--- config.mk ---
export PLATFORM = sky130hd
export DESIGN_NAME = task_runtime_accumulator_table
export DESIGN_NICKNAME = d
export VERILOG_FILES = /design/src/hw/rtl/trat_pkg.sv /design/src/hw/rtl/task_runtime_accumulator_table.sv /design/src/hw/rtl/trat_cam.sv /design/src/hw/rtl/trat_mem.sv
export VERILOG_INCLUDE_DIRS = /design/src /design/src/hw/rtl
export SDC_FILE = /design/constraint.sdc
export NUM_CORES = 2
export LEC_CHECK = 0
export ABC_AREA = 1
export BUFFER_PORTS_ARGS = -buffer_cell sky130_fd_sc_hd__buf_4
export CORE_ASPECT_RATIO = 1.75
export CORE_UTILIZATION = 56
export DETAILED_ROUTE_END_ITERATION = 6
export MAX_ROUTING_LAYER = met4
export PLACE_DENSITY_LB_ADDON = 0.1
export SLEW_MARGIN = 20
export SYNTH_ARGS = -nofsm -noshare
export SYNTH_HDL_FRONTEND = slang
export SYNTH_SLANG_ARGS = --single-unit
--- constraint.sdc ---
create_clock -name clk -period 6.2 [get_ports clk]
set_input_delay 0.31 -clock clk [delete_from_list [all_inputs] [get_ports clk]]
set_output_delay 0.31 -clock clk [all_outputs]
set_load 0.02 [all_outputs]
--- src/hw/rtl/task_runtime_accumulator_table_defines.svh ---
// assertion macros shared by the task runtime accumulator table
`ifndef TASK_RUNTIME_ACCUMULATOR_TABLE_DEFINES_SVH
`define TASK_RUNTIME_ACCUMULATOR_TABLE_DEFINES_SVH
`ifndef ASSERT_OFF
// antecedent implies consequent in the same cycle
`define TRAT_ASSERT_IMP(lbl, clk, rst_n, ante, cons, msg) \
	lbl: assert property (@(posedge clk) disable iff (!rst_n) (ante) |-> (cons)) \
		else $error(msg);
// antecedent implies consequent in the next cycle
`define TRAT_ASSERT_NEXT(lbl, clk, rst_n, ante, cons, msg) \
	lbl: assert property (@(posedge clk) disable iff (!rst_n) (ante) |=> (cons)) \
		else $error(msg);
`else
`define TRAT_ASSERT_IMP(lbl, clk, rst_n, ante, cons, msg)
`define TRAT_ASSERT_NEXT(lbl, clk, rst_n, ante, cons, msg)
`endif
`endif

--- src/hw/rtl/trat_pkg.sv ---
// types, constants and width helpers of the task runtime accumulator table
package trat_pkg;

	localparam int unsigned ENTRIES_DEF = 16;
	localparam logic [4:0] ACTIVE_RESET = 5'd16;
	localparam logic [4:0] MAX_FLUSH = 5'd16;

	typedef enum logic {
		REQ_RECORD = 1'b0,
		REQ_FLUSH  = 1'b1
	} req_type_t;

	typedef enum logic [1:0] {
		ST_HIT   = 2'd0,
		ST_NEW   = 2'd1,
		ST_DROP  = 2'd2,
		ST_FLUSH = 2'd3
	} status_t;

	typedef enum logic {
		SQ_IDLE,
		SQ_FLUSH
	} seq_state_t;

	typedef struct packed {
		req_type_t   req_type;
		logic [31:0] task_id;
		logic [7:0]  time_slice;
		logic [4:0]  flush_count;
	} req_t;

	typedef struct packed {
		status_t     status;
		logic [31:0] entry_id;
		logic [31:0] exec_total;
		logic [31:0] switch_count;
		logic [31:0] overflow_id;
		logic        last;
	} rsp_t;

	// one table entry as held in the memory
	typedef struct packed {
		logic [31:0] id;
		logic [31:0] total;
		logic [31:0] count;
	} rec_t;

	// lookup outcome from the id array
	typedef struct packed {
		logic hit;
		logic full;
	} lkp_t;

	// entry address width
	function automatic int unsigned addr_w(input int unsigned n);
		return (n > 1) ? $clog2(n) : 1;
	endfunction

	// width of a count from zero up to n
	function automatic int unsigned cnt_w(input int unsigned n);
		return $clog2(n + 1);
	endfunction

	// width for comparing counts against the 5-bit size and flush fields
	function automatic int unsigned cmp_w(input int unsigned n);
		return (cnt_w(n) > 5) ? cnt_w(n) : 5;
	endfunction

endpackage

--- src/hw/rtl/task_runtime_accumulator_table.sv ---
// top level of the task runtime accumulator table
`include "task_runtime_accumulator_table_defines.svh"

// Per-task runtime table. A record request is looked up against all ids in
// parallel in the cycle it is accepted; the id array, fill count and overflow
// id are updated at that edge, and the entry totals then go through a
// read-modify-write of the entry memory in stage 1 (read) and stage 2
// (modify and write back) before the result register. A new request is not
// taken while stage 1 holds one. A flush emits n entries (n = 1 to 16): they
// are read one per cycle, while the result path does not stall, through the
// single read port of the memory. The table is cleared by resetting the fill
// count, so no clearing pass is needed after reset or flush. A full result
// register blocks the pipeline until the result transaction completes. The
// size register is written through cfg_data with cfg_ready always high.
module task_runtime_accumulator_table #(
	parameter int unsigned ENTRIES = trat_pkg::ENTRIES_DEF
) (
	input  logic           clk,
	input  logic           arst_n,
	input  logic           req_valid,
	output logic           req_stall,
	input  trat_pkg::req_t req,
	output logic           rsp_valid,
	input  logic           rsp_stall,
	output trat_pkg::rsp_t rsp,
	input  logic           cfg_valid,
	output logic           cfg_ready,
	input  logic [4:0]     cfg_data
);
	import trat_pkg::*;

	localparam int unsigned AW = addr_w(ENTRIES);
	localparam int unsigned FW = cnt_w(ENTRIES);
	localparam int unsigned CW = cmp_w(ENTRIES);

	logic [4:0]    act_q;
	logic [CW-1:0] size;

	lkp_t          lkp;
	logic [AW-1:0] cam_idx;
	logic [FW-1:0] cam_fill;
	logic [31:0]   cam_ovf;

	logic          req_acc;
	logic          load_rec;
	logic          flush_acc;
	logic [4:0]    flush_n;

	seq_state_t    sq_state_q;
	seq_state_t    sq_next;
	logic          issue;
	logic [4:0]    k_q;
	logic [4:0]    n_q;
	logic [FW-1:0] fill_snap_q;
	logic [31:0]   ovf_snap_q;
	logic [CW-1:0] k_x;

	logic          v_s1;
	status_t       st_s1;
	logic [AW-1:0] addr_s1;
	logic [31:0]   id_s1;
	logic [7:0]    slice_s1;
	logic [31:0]   ovf_s1;
	logic          zero_s1;
	logic          last_s1;
	logic          s1_adv;

	logic          v_s2;
	status_t       st_s2;
	logic [AW-1:0] addr_s2;
	logic [31:0]   id_s2;
	logic [7:0]    slice_s2;
	logic [31:0]   ovf_s2;
	logic          zero_s2;
	logic          last_s2;
	logic          s2_adv;

	rec_t          rd_data;
	rec_t          wr_data;
	logic          wr_en;
	logic [31:0]   tot;
	logic [31:0]   sw;
	logic [31:0]   eid;

	logic          rsp_valid_q;
	rsp_t          rsp_q;

	// size register; the size in use is saturated to the table depth
	always_ff @(posedge clk or negedge arst_n) begin
		if (!arst_n) begin
			act_q <= ACTIVE_RESET;
		end else if (cfg_valid && cfg_ready) begin
			act_q <= cfg_data;
		end
	end

	assign cfg_ready = 1'b1;
	assign size = (CW'(act_q) > CW'(ENTRIES)) ? CW'(ENTRIES) : CW'(act_q);

	// request transaction
	assign req_stall = v_s1 || (sq_state_q != SQ_IDLE);
	assign req_acc   = req_valid && !req_stall;
	assign load_rec  = req_acc && (req.req_type == REQ_RECORD);
	assign flush_acc = req_acc && (req.req_type == REQ_FLUSH);

	always_comb begin
		if (req.flush_count == 5'd0) begin
			flush_n = 5'd1;
		end else if (req.flush_count > MAX_FLUSH) begin
			flush_n = MAX_FLUSH;
		end else begin
			flush_n = req.flush_count;
		end
	end

	trat_cam #(
		.ENTRIES(ENTRIES)
	) u_cam (
		.clk     (clk),
		.arst_n  (arst_n),
		.size    (size),
		.look_id (req.task_id),
		.rec_en  (load_rec),
		.clr     (flush_acc),
		.lkp     (lkp),
		.idx     (cam_idx),
		.fill    (cam_fill),
		.ovf     (cam_ovf)
	);

	// flush sequencer state register
	always_ff @(posedge clk or negedge arst_n) begin
		if (!arst_n) begin
			sq_state_q <= SQ_IDLE;
		end else begin
			sq_state_q <= sq_next;
		end
	end

	// flush sequencer next state, one entry read issued per free slot
	always_comb begin
		sq_next = sq_state_q;
		issue   = 1'b0;
		case (sq_state_q)
			SQ_IDLE: begin
				if (flush_acc) begin
					sq_next = SQ_FLUSH;
				end
			end
			SQ_FLUSH: begin
				issue = !v_s1 || s1_adv;
				if (issue && (k_q == n_q - 5'd1)) begin
					sq_next = SQ_IDLE;
				end
			end
			default: begin
				sq_next = SQ_IDLE;
			end
		endcase
	end

	// flush counter and snapshot of the table before the clear
	always_ff @(posedge clk or negedge arst_n) begin
		if (!arst_n) begin
			k_q <= '0;
		end else if (flush_acc) begin
			k_q <= '0;
		end else if (issue) begin
			k_q <= k_q + 5'd1;
		end
	end

	always_ff @(posedge clk) begin
		if (flush_acc) begin
			n_q         <= flush_n;
			fill_snap_q <= cam_fill;
			ovf_snap_q  <= cam_ovf;
		end
	end

	assign k_x = CW'(k_q);

	// stage 1: memory read
	assign s1_adv = v_s1 && (!v_s2 || s2_adv);

	always_ff @(posedge clk or negedge arst_n) begin
		if (!arst_n) begin
			v_s1 <= 1'b0;
		end else if (load_rec || issue) begin
			v_s1 <= 1'b1;
		end else if (s1_adv) begin
			v_s1 <= 1'b0;
		end
	end

	always_ff @(posedge clk) begin
		if (load_rec) begin
			if (lkp.hit) begin
				st_s1   <= ST_HIT;
				addr_s1 <= cam_idx;
			end else if (lkp.full) begin
				st_s1   <= ST_DROP;
				addr_s1 <= cam_idx;
			end else begin
				st_s1   <= ST_NEW;
				addr_s1 <= cam_fill[AW-1:0];
			end
			id_s1    <= req.task_id;
			slice_s1 <= req.time_slice;
			ovf_s1   <= lkp.full ? req.task_id : cam_ovf;
			zero_s1  <= 1'b0;
			last_s1  <= 1'b1;
		end else if (issue) begin
			st_s1    <= ST_FLUSH;
			addr_s1  <= k_x[AW-1:0];
			id_s1    <= '0;
			slice_s1 <= '0;
			ovf_s1   <= ovf_snap_q;
			zero_s1  <= !(k_x < CW'(fill_snap_q));
			last_s1  <= (k_q == n_q - 5'd1);
		end
	end

	trat_mem #(
		.ENTRIES(ENTRIES)
	) u_mem (
		.clk     (clk),
		.rd_en   (s1_adv),
		.rd_addr (addr_s1),
		.rd_data (rd_data),
		.wr_en   (wr_en),
		.wr_addr (addr_s2),
		.wr_data (wr_data)
	);

	// stage 2: modify, write back and form the result
	assign s2_adv = v_s2 && (!rsp_valid_q || !rsp_stall);

	always_ff @(posedge clk or negedge arst_n) begin
		if (!arst_n) begin
			v_s2 <= 1'b0;
		end else if (s1_adv) begin
			v_s2 <= 1'b1;
		end else if (s2_adv) begin
			v_s2 <= 1'b0;
		end
	end

	always_ff @(posedge clk) begin
		if (s1_adv) begin
			st_s2    <= st_s1;
			addr_s2  <= addr_s1;
			id_s2    <= id_s1;
			slice_s2 <= slice_s1;
			ovf_s2   <= ovf_s1;
			zero_s2  <= zero_s1;
			last_s2  <= last_s1;
		end
	end

	always_comb begin
		tot = '0;
		sw  = '0;
		eid = id_s2;
		case (st_s2)
			ST_HIT: begin
				tot = rd_data.total + 32'(slice_s2);
				sw  = rd_data.count + 32'd1;
			end
			ST_NEW: begin
				tot = 32'(slice_s2);
				sw  = 32'd1;
			end
			ST_DROP: begin
				tot = '0;
				sw  = '0;
			end
			ST_FLUSH: begin
				tot = zero_s2 ? 32'd0 : rd_data.total;
				sw  = zero_s2 ? 32'd0 : rd_data.count;
				eid = zero_s2 ? 32'd0 : rd_data.id;
			end
			default: begin
				tot = '0;
				sw  = '0;
			end
		endcase
	end

	assign wr_en         = s2_adv && ((st_s2 == ST_HIT) || (st_s2 == ST_NEW));
	assign wr_data.id    = id_s2;
	assign wr_data.total = tot;
	assign wr_data.count = sw;

	// result register
	always_ff @(posedge clk or negedge arst_n) begin
		if (!arst_n) begin
			rsp_valid_q <= 1'b0;
		end else if (s2_adv) begin
			rsp_valid_q <= 1'b1;
		end else if (!rsp_stall) begin
			rsp_valid_q <= 1'b0;
		end
	end

	always_ff @(posedge clk) begin
		if (s2_adv) begin
			rsp_q.status       <= st_s2;
			rsp_q.entry_id     <= eid;
			rsp_q.exec_total   <= tot;
			rsp_q.switch_count <= sw;
			rsp_q.overflow_id  <= ovf_s2;
			rsp_q.last         <= last_s2;
		end
	end

	assign rsp_valid = rsp_valid_q;
	assign rsp       = rsp_q;

	// checks on the pipeline and the flush sequencer
	`TRAT_ASSERT_IMP(a_rsp_from_s2, clk, arst_n, $rose(rsp_valid_q), $past(v_s2), "result without stage 2")
	`TRAT_ASSERT_NEXT(a_rec_to_s1, clk, arst_n, load_rec, v_s1 && (st_s1 != ST_FLUSH), "record lost")
	`TRAT_ASSERT_NEXT(a_flush_start, clk, arst_n, flush_acc, (sq_state_q == SQ_FLUSH) && (k_q == 5'd0), "flush not started")

endmodule

--- src/hw/rtl/trat_cam.sv ---
// id array with parallel lookup, fill count and overflow id
module trat_cam #(
	parameter int unsigned ENTRIES = trat_pkg::ENTRIES_DEF
) (
	input  logic                                   clk,
	input  logic                                   arst_n,
	input  logic [trat_pkg::cmp_w(ENTRIES)-1:0]    size,
	input  logic [31:0]                            look_id,
	input  logic                                   rec_en,
	input  logic                                   clr,
	output trat_pkg::lkp_t                         lkp,
	output logic [trat_pkg::addr_w(ENTRIES)-1:0]   idx,
	output logic [trat_pkg::cnt_w(ENTRIES)-1:0]    fill,
	output logic [31:0]                            ovf
);
	import trat_pkg::*;

	localparam int unsigned AW = addr_w(ENTRIES);
	localparam int unsigned FW = cnt_w(ENTRIES);
	localparam int unsigned CW = cmp_w(ENTRIES);

	logic [31:0]        ids_q [ENTRIES];
	logic [FW-1:0]      fill_q;
	logic [31:0]        ovf_q;
	logic [ENTRIES-1:0] match;
	logic [CW-1:0]      fill_x;

	assign fill_x = CW'(fill_q);

	// compare every searched entry against the requested id
	always_comb begin
		for (int i = 0; i < ENTRIES; i++) begin
			match[i] = (ids_q[i] == look_id) && (CW'(i) < fill_x) && (CW'(i) < size);
		end
	end

	// lowest matching entry wins
	always_comb begin
		idx = '0;
		for (int i = ENTRIES - 1; i >= 0; i--) begin
			if (match[i]) begin
				idx = AW'(i);
			end
		end
	end

	assign lkp.hit  = |match;
	assign lkp.full = (fill_x >= size);
	assign fill     = fill_q;
	assign ovf      = ovf_q;

	// id of a newly filled entry
	always_ff @(posedge clk) begin
		if (rec_en && !lkp.hit && !lkp.full) begin
			ids_q[fill_q[AW-1:0]] <= look_id;
		end
	end

	// fill count and overflow id
	always_ff @(posedge clk or negedge arst_n) begin
		if (!arst_n) begin
			fill_q <= '0;
			ovf_q  <= '0;
		end else if (clr) begin
			fill_q <= '0;
			ovf_q  <= '0;
		end else if (rec_en) begin
			if (lkp.full) begin
				ovf_q <= look_id;
			end else if (!lkp.hit) begin
				fill_q <= fill_q + 1'b1;
			end
		end
	end

endmodule

--- src/hw/rtl/trat_mem.sv ---
// entry memory with registered read and write-to-read forwarding
module trat_mem #(
	parameter int unsigned ENTRIES = trat_pkg::ENTRIES_DEF
) (
	input  logic                                 clk,
	input  logic                                 rd_en,
	input  logic [trat_pkg::addr_w(ENTRIES)-1:0] rd_addr,
	output trat_pkg::rec_t                       rd_data,
	input  logic                                 wr_en,
	input  logic [trat_pkg::addr_w(ENTRIES)-1:0] wr_addr,
	input  trat_pkg::rec_t                       wr_data
);
	import trat_pkg::*;

	rec_t mem_q [ENTRIES];
	rec_t rd_q;

	// write port
	always_ff @(posedge clk) begin
		if (wr_en) begin
			mem_q[wr_addr] <= wr_data;
		end
	end

	// read port, same-edge write to the same entry is forwarded
	always_ff @(posedge clk) begin
		if (rd_en) begin
			if (wr_en && (wr_addr == rd_addr)) begin
				rd_q <= wr_data;
			end else begin
				rd_q <= mem_q[rd_addr];
			end
		end
	end

	assign rd_data = rd_q;

endmodule
==> metrics.md <==
| Metric | Value |
|---|---|
| Synth-to-layout area growth | 12.3% |
| GRT met3 Usage | 3.40% |
| Global route overflow | 0 |
| Fillers | 13403 |
| Required time of the critical path | 6.73 ns |
| Reg area | 0.0756 sq mm |
| Count leader, synth | edfxtp_1 |
| Final hold viol count | 0 |
| Post-CTS setup buffers | 0 |
| Mean Syn Cell Area | 13.7 sq um |
| Area contributors post-synth | edfxtp_1 73%, o21ai_0 4.5%, nor2_1 4.0% |
| Final Critical Period | 4.52 ns |
| Core ar. | 0.180 sq mm |
| Share of cells above drive strength 1 | 10.6% |
| Number of nets in the layout | 7680 |
| Starting density of the core | 56.3% |
| Clock skew | 0.0620 ns |
| WL final | 297000 microns |
| Synth warn | 0 |
| Failing checks | design-rule violations |
| Bufs on Longest Clock Path | 4 |
| Sw frac | 34.3% |
| CP arrival | 5.05 ns |
| Multi-input gate area | 0.0230 sq mm |
| Synth Flop Type | edfxtp_1 |
| DR iter-0 viols | 6963 |
| HPWL after DPL | 169000 microns |
| Setup crit end kind | flip-flop |
| Peak Freq | 221 MHz |
| Antenna violations before repair | 5 |
| GR peak layer | met2 |
| Reg power frac | 45.8% |
| Commonest cells post-synth | 2475 x edfxtp_1, 1076 x nor2_1, 909 x o21ai_0 |
| Share of the synthesized area in the top cell type | 73.4% |
| Drt wl/cell | 29.2 microns |
| GRT Total Usage | 33.5% |
| Worst-path clk slew | 0.07 ns |
| Reg2reg setup slack | 1.68 ns |
| Result of the run | complete, but fails checks |
| H-tree depth | 4 |
| CTS tree | done |
| Die Area | 0.183 sq mm |
| Num ports | 190 |
| Post-synth net total | 7486 |
| Final Cycle Share | 72.9% |
| 1st-pass router iterations | 7 |
| Number of synthesized flops with an enable pin | 2475 |
| Synthesized flop and latch total | 2528 |
| Dpl cells | 9702 |
| Met1 Usage GRT | 39.2% |
| Number of clock sinks | 2528 |
| Post-CTS Hold Buffers | 64 |
| Root Driver | clkbuf_16 |
| VDD IR max | 744 uV |
| Unrepaired setup endpoints after global routing | false |
| Final Setup Violations | 0 |
| Worst skew pair latency | 0.88 ns |
| First-pass GRT wire length | 426000 microns |
| Vias post-DR | 63496 |
| Met2 Use GR | 57.1% |
| Final instance area | 0.114 sq mm |
| Synth unique cells | 62 |
| Routed Antenna Nets | 0 |
| P_leak | 38.1 nW |
| Fin cells | 10168 |
| Power Internal | 34.5 mW |
| Post-CTS resize count | 0 |
| Post-Syn Instances | 7403 |
| Std cell rows | 206 |
| Crit start category | flip-flop |
| Gate power share | 27.0% |
| Setup TNS Final | 0 ns |
| Largest area contributor in the netlist | edfxtp_1 |
| CP max FO | 21 |
| Min-Delay Path Class | input port to flip-flop |
| Slew HR | 21.6% |
| Placed Area | 0.106 sq mm |
| Post-synthesis sequential area ratio | 74.7% |
| Maximum Capacitance Violations | 0 |
| PwrDens | 461 mW/mm^2 |
| Pin slew with the least headroom to its limit | 1.17 ns |
| Port bufs | 188 |
| Via/cell ratio | 6.24 |
| Clk network pwr share | 27.1% |
| Slew Limit Fails | 0 |
| Largest net degree at the start of global routing | 195 |
| Routability-driven placement congestion ratio | 0.958 |
| TritonCTS Buffers | 221 |
| Remaining DRCs | 7 |
| Syn Std Cell Area | 0.101 sq mm |
| Switching Power | 18.0 mW |
| Setup Crit Path Kind | flip-flop to flip-flop |
| Die W | 323 microns |
| Post-synthesis async set-or-reset flop share | 2.02% |
| Vias in the first global route | 62933 |
| Die H | 564 microns |
cell usage in the layout (no fill, tap or decap), types with 25 or more instances in the layout:
cell           synthesis  routed
dfrtp_1               50      50
clkinv_1               6      41
nor4_1                46      44
nand4_1               84      84
edfxtp_1            2475    2475
dlygate4sd3_1          0      64
nand3_1              156     154
o22ai_1              124     119
o221ai_1             295     295
inv_1                206     202
nor3_1                38      37
a21oi_1               80      80
ha_1                  26      26
a22oi_1               41      41
clkbuf_1             356      39
bufinv_16              0      35
clkbuf_16              0     223
buf_12                 0      29
nor2_1              1076    1040
o211ai_1              67      67
nor2_2                 9      25
buf_4                 17     326
a31oi_1               83      83
nor2_4                 6      26
xor2_1               135     135
nand2_1              582     581
inv_2                 40      40
clkinv_2               1      41
xnor2_1              275     275
o21ai_1               48      53
o21ai_0              909     897
power groups by stage:
stage | clock network, mW | registers, mW | logic, mW
after floorplan | 0 | 24.3 | 8.13
after global placement | 0 | 24.3 | 13.7
after detailed placement | 0 | 24.4 | 14.0
after CTS | 14.3 | 24.0 | 14.1
after global routing | 14.9 | 24.2 | 15.3
final | 14.2 | 24.0 | 14.2
final timing paths:
path / start / end / depth (start not counted)
hold / removal: req[27] / u_cam.ids_q[0][14]$_DFFE_PP_ / 1
setup / recovery: u_cam.fill[3]$_DFFE_PN0P_ / u_cam.ids_q[2][11]$_DFFE_PP_ / 16
min in group asynchronous: arst_n / u_cam.ovf[10]$_DFFE_PN0P_ / 2
setup reg to reg: u_cam.fill[3]$_DFFE_PN0P_ / u_cam.ids_q[2][11]$_DFFE_PP_ / 16
max in group asynchronous: arst_n / u_cam.fill[3]$_DFFE_PN0P_ / 2
hold reg to reg: ovf_s1[16]$_DFFE_PP_ / ovf_s2[16]$_DFFE_PP_ / 0
per-stage QoR:
stage / utilization (%) / setup WS, ns / power [mW] / hold WS (ns)
after floorplan: - / 0.488 / 32.4 / 0.0144
after global placement: 58.8 / 1.70 / 38.0 / 0.400
after detailed placement: 58.8 / 1.66 / 38.4 / 0.405
after CTS: 63.3 / 1.70 / 52.5 / 0.0107
after global routing: 63.3 / 1.53 / 54.4 / 0.0190
final: 63.3 / 1.68 / 52.5 / 0.0389
worst max-delay path: stages, from the launching register on:
cell and delay [ns]:
dfrtp_1 0.54, nand2_1 0.35, inv_2 0.09, o21ai_1 0.42
a21oi_1 0.17, nand4_1 0.15, nor2_1 0.05, nand2_1 0.26
nand2_1 0.11, nor2_2 0.14, nand3_2 0.10, nor2_2 0.23
nand3_4 0.17, clkinv_2 0.16, nand2_2 0.11, nor2_2 0.65
buf_4 0.44
per-layer routing:
layer | routed length [microns] | part of all wire, %
met1 | 107000 | 36
met2 | 154000 | 52
met3 | 18400 | 6.2
met5 | 0 | 0
met4 | 17700 | 6.0
flip-flops by register name, summed over array words and instances, names as in the netlist, 8 cells and up:
name / cells
id_s2: 32
u_cam.ids_q: 512
u_cam.ovf: 32
ovf_s2: 32
slice_s1: 8
ovf_snap_q: 32
rsp: 131
u_mem.rd_data: 96
id_s1: 32
ovf_s1: 32
u_mem.mem_q: 1536
slice_s2: 8
final cells by class:
cell class,count,area share [%]
well taps,2392,2.63
multi-input cells,4174,20.3
flip-flops and latches,2528,66.5
diodes,5,0.0110
repair buffers,419,3.23
clock buffers,266,5.09
inverters,253,0.866
clock inverters,131,1.38
cell families after synthesis:
group,synth area share [%]
AOI/OAI and AO/OA,10.1
DFF,74.7
other,0.00370
adders and majority gates,0.341
and+or+nand+nor,8.40
xor gates and xnor gates,3.55
buffers and inverters,2.86
Note: power is estimated with default switching activity, not from simulation.
